**src/hdl/pkbct_ram.sv**
```systemverilog
// Generic single-port-write, single-port-read RAM with a registered read.
// Depends on nothing; used for the slot store of the counter table.
module pkbct_ram #(
    parameter int WIDTH  = 8,
    parameter int DEPTH  = 16,
    parameter int ADDR_W = $clog2(DEPTH)
) (
    input  logic              aclk,
    input  logic              we,
    input  logic [ADDR_W-1:0] waddr,
    input  logic [WIDTH-1:0]  wdata,
    input  logic [ADDR_W-1:0] raddr,
    output logic [WIDTH-1:0]  rdata
);

    logic [WIDTH-1:0] mem [DEPTH];
    logic [WIDTH-1:0] rdata_reg;

    always_ff @(posedge aclk) begin
        if (we) begin
            mem[waddr] <= wdata;
        end
        rdata_reg <= mem[raddr];
    end

    assign rdata = rdata_reg;

endmodule

```
**config.mk**
```make
export PLATFORM = sky130hd
export DESIGN_NAME = pkbct_ram
export DESIGN_NICKNAME = d
export VERILOG_FILES = /design/src/hdl/pkbct_ram.sv
export SDC_FILE = /design/constraint.sdc
export NUM_CORES = 1
export LEC_CHECK = 0
export ABC_AREA = 1
export ABC_CLOCK_PERIOD_IN_PS = 2100
export BUFFER_PORTS_ARGS = -buffer_cell sky130_fd_sc_hd__buf_2
export CORE_UTILIZATION = 25
export DETAILED_ROUTE_END_ITERATION = 8
export SYNTH_ARGS = -nofsm -noshare
export SYNTH_HDL_FRONTEND = slang
export SYNTH_SLANG_ARGS = --single-unit
```
**constraint.sdc**
```tcl
create_clock -name aclk -period 2.1 [get_ports aclk]
set_input_delay 0.42 -clock aclk [delete_from_list [all_inputs] [get_ports aclk]]
set_output_delay 0.42 -clock aclk [all_outputs]
set_load 0.01 [all_outputs]
```
# Word level (Yosys, flattened, before mapping)
# Memories as Yosys holds them, arrays and structs flattened. A register that Yosys moved wholly into a read port is not among the register bits.
# Cells that the tools add are included.
[word_totals]
romBits = 0
ramBits = 128
n_memories = 1
inputBits = 18
out_inout_bits = 8
elab_cells = 3
latchBits = 0
ff_bits = 0
[memory_table]
columns = ["memory", "depth", "word_bits", "rd", "rd_clocked_by_memory_dff", "write_ports", "line", "text"]
rows = [
  ["mem", 16, 8, 1, 1, 1, "16", "logic [WIDTH-1:0] mem [DEPTH];"],
]
[op_classes]
div_mod_pow = 0
n_eq_ne = 0
order_cmp = 0
muxes = 2
n_reduce_logical = 0
bitwise_logic = 0
mul = 0
addsub = 0
n_shift = 0
[ops]
columns = ["op", "n"]
rows = [
  ["2-to-1 mux 1 bit", 2],
]

# Logic depth before layout (Yosys ltp)
[logic_depth]
depth_word = 2
mapped_depth = 8
ltp_nobuf = 7

# Worst setup path before layout
# OpenSTA, ideal clock, no wires.
[synth_timing]
path_kind = "input -> register"
from = "input waddr[2]"
to = "memory mem[10][0] (enable)"
setup_ns = 0.370
setup_slack_ns = 0.729
path_buffers = 0
t_required_ns = 1.730
stages = 2
arrival_time_ns = 1.001
path_cell_list = "nand3b_1 > nor2_1"
[synth_rtl]
columns = ["item", "line", "text"]
rows = [
  ["from (decl)", "10", "input logic [ADDR_W-1:0] waddr,"],
  ["to (decl)", "16", ""],
]
# Straight into the memory's write port.

# Final worst setup path
[layout_timing]
from = "register rdata_reg[7] (netlist: rdata[7]) (read register of mem)"
to = "output rdata[7]"
[layout_rtl]
columns = ["item", "line", "text"]
rows = [
  ["from (decl)", "17", "logic [WIDTH-1:0] rdata_reg;"],
  ["to (decl)", "13", "output logic [WIDTH-1:0] rdata"],
]
# No word-level cell between the ends.

==> impl_metrics.ini <==
[status]
status = finished clean

[power]
combPwrFrac_pct = 6.1
powerDensity_nw_per_um2 = 914
p_clk_share_pct = 44.7
switching_share_pct = 21.6
leakagePower_nw = 2.90
fin_total_pwr_mw = 6.22
seq_power_share_pct = 49.2
ir_drop_v = 0.000470
p_sw_mw = 1.34
p_int_mw = 4.87

[detailed_routing]
firstDrtPassIters = 5
drtIter0Drc = 383
drcViolationCount = 0
finalWirelength_mm = 13.5
wl_per_cell_um = 15.1
detail-route-antenna-nets = 0
vias_per_cell = 4.26
via_count = 3786

[synth]
synth_nets = 569
yosys-top-cells-count = nand2_1, edfxtp_1, inv_1
synth_edf_count = 128
syn_avg_cell_area_um2 = 10.5
post-synth-top-count-cell = nand2_1
synth_ff_type = edfxtp_1
yosys_register_bits = 136
synth_seq_area_share_pct = 69.4
syn-cell-area_um2 = 5770
yosys_warnings = 0
synth_top_area_share_pct = 66.7
synth-async-reset-ratio_pct = 0
syn_inst = 551
synth_area_leaders = edfxtp_1, nand2_1, nand3_1
ys_types = 12
synth_top_cell_by_area = edfxtp_1

[hold_path]
hold_path.class = in2reg
hold_path.startpoint = raddr[3]

[timing]
fmax_ghz = 0.722
finalWorstSetupSlack_ps = 714
max_slew.worst_pin.slew_ps = 633
hold_viol_final = 0
rsz0062_at_grt = no
period_minus_slack_ps = 1390
max_slew_margin_pct = 57.7
setup_violations = 0
finalSetupTns_ps = 0
skew_ps = 4.14
drv_slew = 0
fin_crit_sh_pct = 66.0

[worst_setup_path]
crit-reg2reg-launch = mem[2][7]
slowest_stage = dfxtp_1
crit_buf_inv = 1
startpoint = rdata[7]
critPathKind = reg2out
arrival_ps = 970
slowest_delay_ps = 390
cp.required_ps = 1680
crit_fanout = 1
worstSetupEndpointType = primary output
cp_cell_sequence = buf_2
worstSetupStartpointType = flip-flop
critPathTopFamily = flip-flops

[global_route]
grt_pass1_vias = 3686
overflow = 0
grt_max_degree = 65
antenna_found_initial = 0
grt_pass1_wl_mm = 21.3
grtUsageTotal_pct = 12.1

[floorplanning]
rows = 55
die_w_um = 154
die-area_um2 = 23700
initial_utilization_pct = 25.5
die_h_um = 154
core_um2 = 22600
io_pins = 26

[run]
cap_viol_max_count = 0

[finish]
drive_gt1_share_pct = 11.9
syn_to_final_growth_pct = 18.0
fin_util_pct = 30.1
n_antenna_cell = 0
largest_reg_flops = 128
fin_cells = 889
fillers = 2282
fin_nets = 609

[cts]
cts_hold_buf = 0
cts_buffers = 17
clk_latency_ps = 410
cts_setup_buffers = 0
ctsLongestPathBuffers = 2
cts.sinks = 136
post_cts_resized = 0
cts_tree = yes
cts_max_level = 4
clockRootBuffer = clkbuf_16
clkTransAtPathRegs_ps = 60

[place]
gp_congestion = 0.743
placement.io_buffers = 25
dp_hpwl_mm = 8.00
post-place-ws_ps = 474
place_inst = 857
==> stage by stage <==
step / hold slack [ps] / cell area (um^2)
after floorplan: 519 / 5770
after global placement: 651 / 6260
after detailed placement: 670 / 6260
after CTS: 407 / 6810
after global routing: 410 / 6810
final: 406 / 6810
==> worst min-delay path, stage by stage <==
cell	delay, ps
buf_2	170
nand3_1	120
nand2_1	60
==> logic make-up (layout without fill, tap and decap cells) <==
kind of cell  Yosys count  count (layout)  share of synthesized area [%]
flops                 136             136                           69.4
buf+inv               126             179                           9.52
simple gates          289             289                           21.0
==> placed cells by master (no fill, tap or decap), drive strengths merged <==
master	n
bufinv	2
clkinv	7
nand2	173
nor2	17
dfxtp	8
edfxtp	128
inv	102
clkbuf	22
clkinvlp	1
nand3	97
nand3b	2
buf	45
==> area by class of cell <==
class / count / area [um^2] / share of cell area, %
clock inverters: 10 / 104 / 1.53
repair buffers: 45 / 300 / 4.41
clock buffers: 22 / 444 / 6.53
multi-input cells: 289 / 1210 / 17.8
inverters: 102 / 383 / 5.63
flip-flops and latches: 136 / 4000 / 58.8
well taps: 285 / 357 / 5.24
==> power by group through the flow <==
stage	registers, mW	logic [mW]	clock network, mW
global route	3.07	0.423	2.93
detailed placement	3.12	0.379	0
floorplan	3.11	0.214	0
CTS	3.06	0.381	2.82
global placement	3.12	0.376	0
finish	3.06	0.377	2.78
==> metal layers <==
layer  routed length [um]  vias up  GRT usage (%)
met5                    0        -              0
met4                  202        0           3.95
met3                  631       17           2.40
met2                 6160      118           19.1
met1                 6470     1799           16.7
li1                     -     1852              -
==> path summary, 6_finish.rpt <==
check | slack [ps] | endpoint | cells after the start
hold / removal | 410 | rdata[7] | 3
hold reg to reg | 670 | rdata[2] | 6
setup reg to reg | 1040 | rdata[7] | 6
setup / recovery | 710 | rdata[7] | 1
Power figures use the tool's default switching activity.
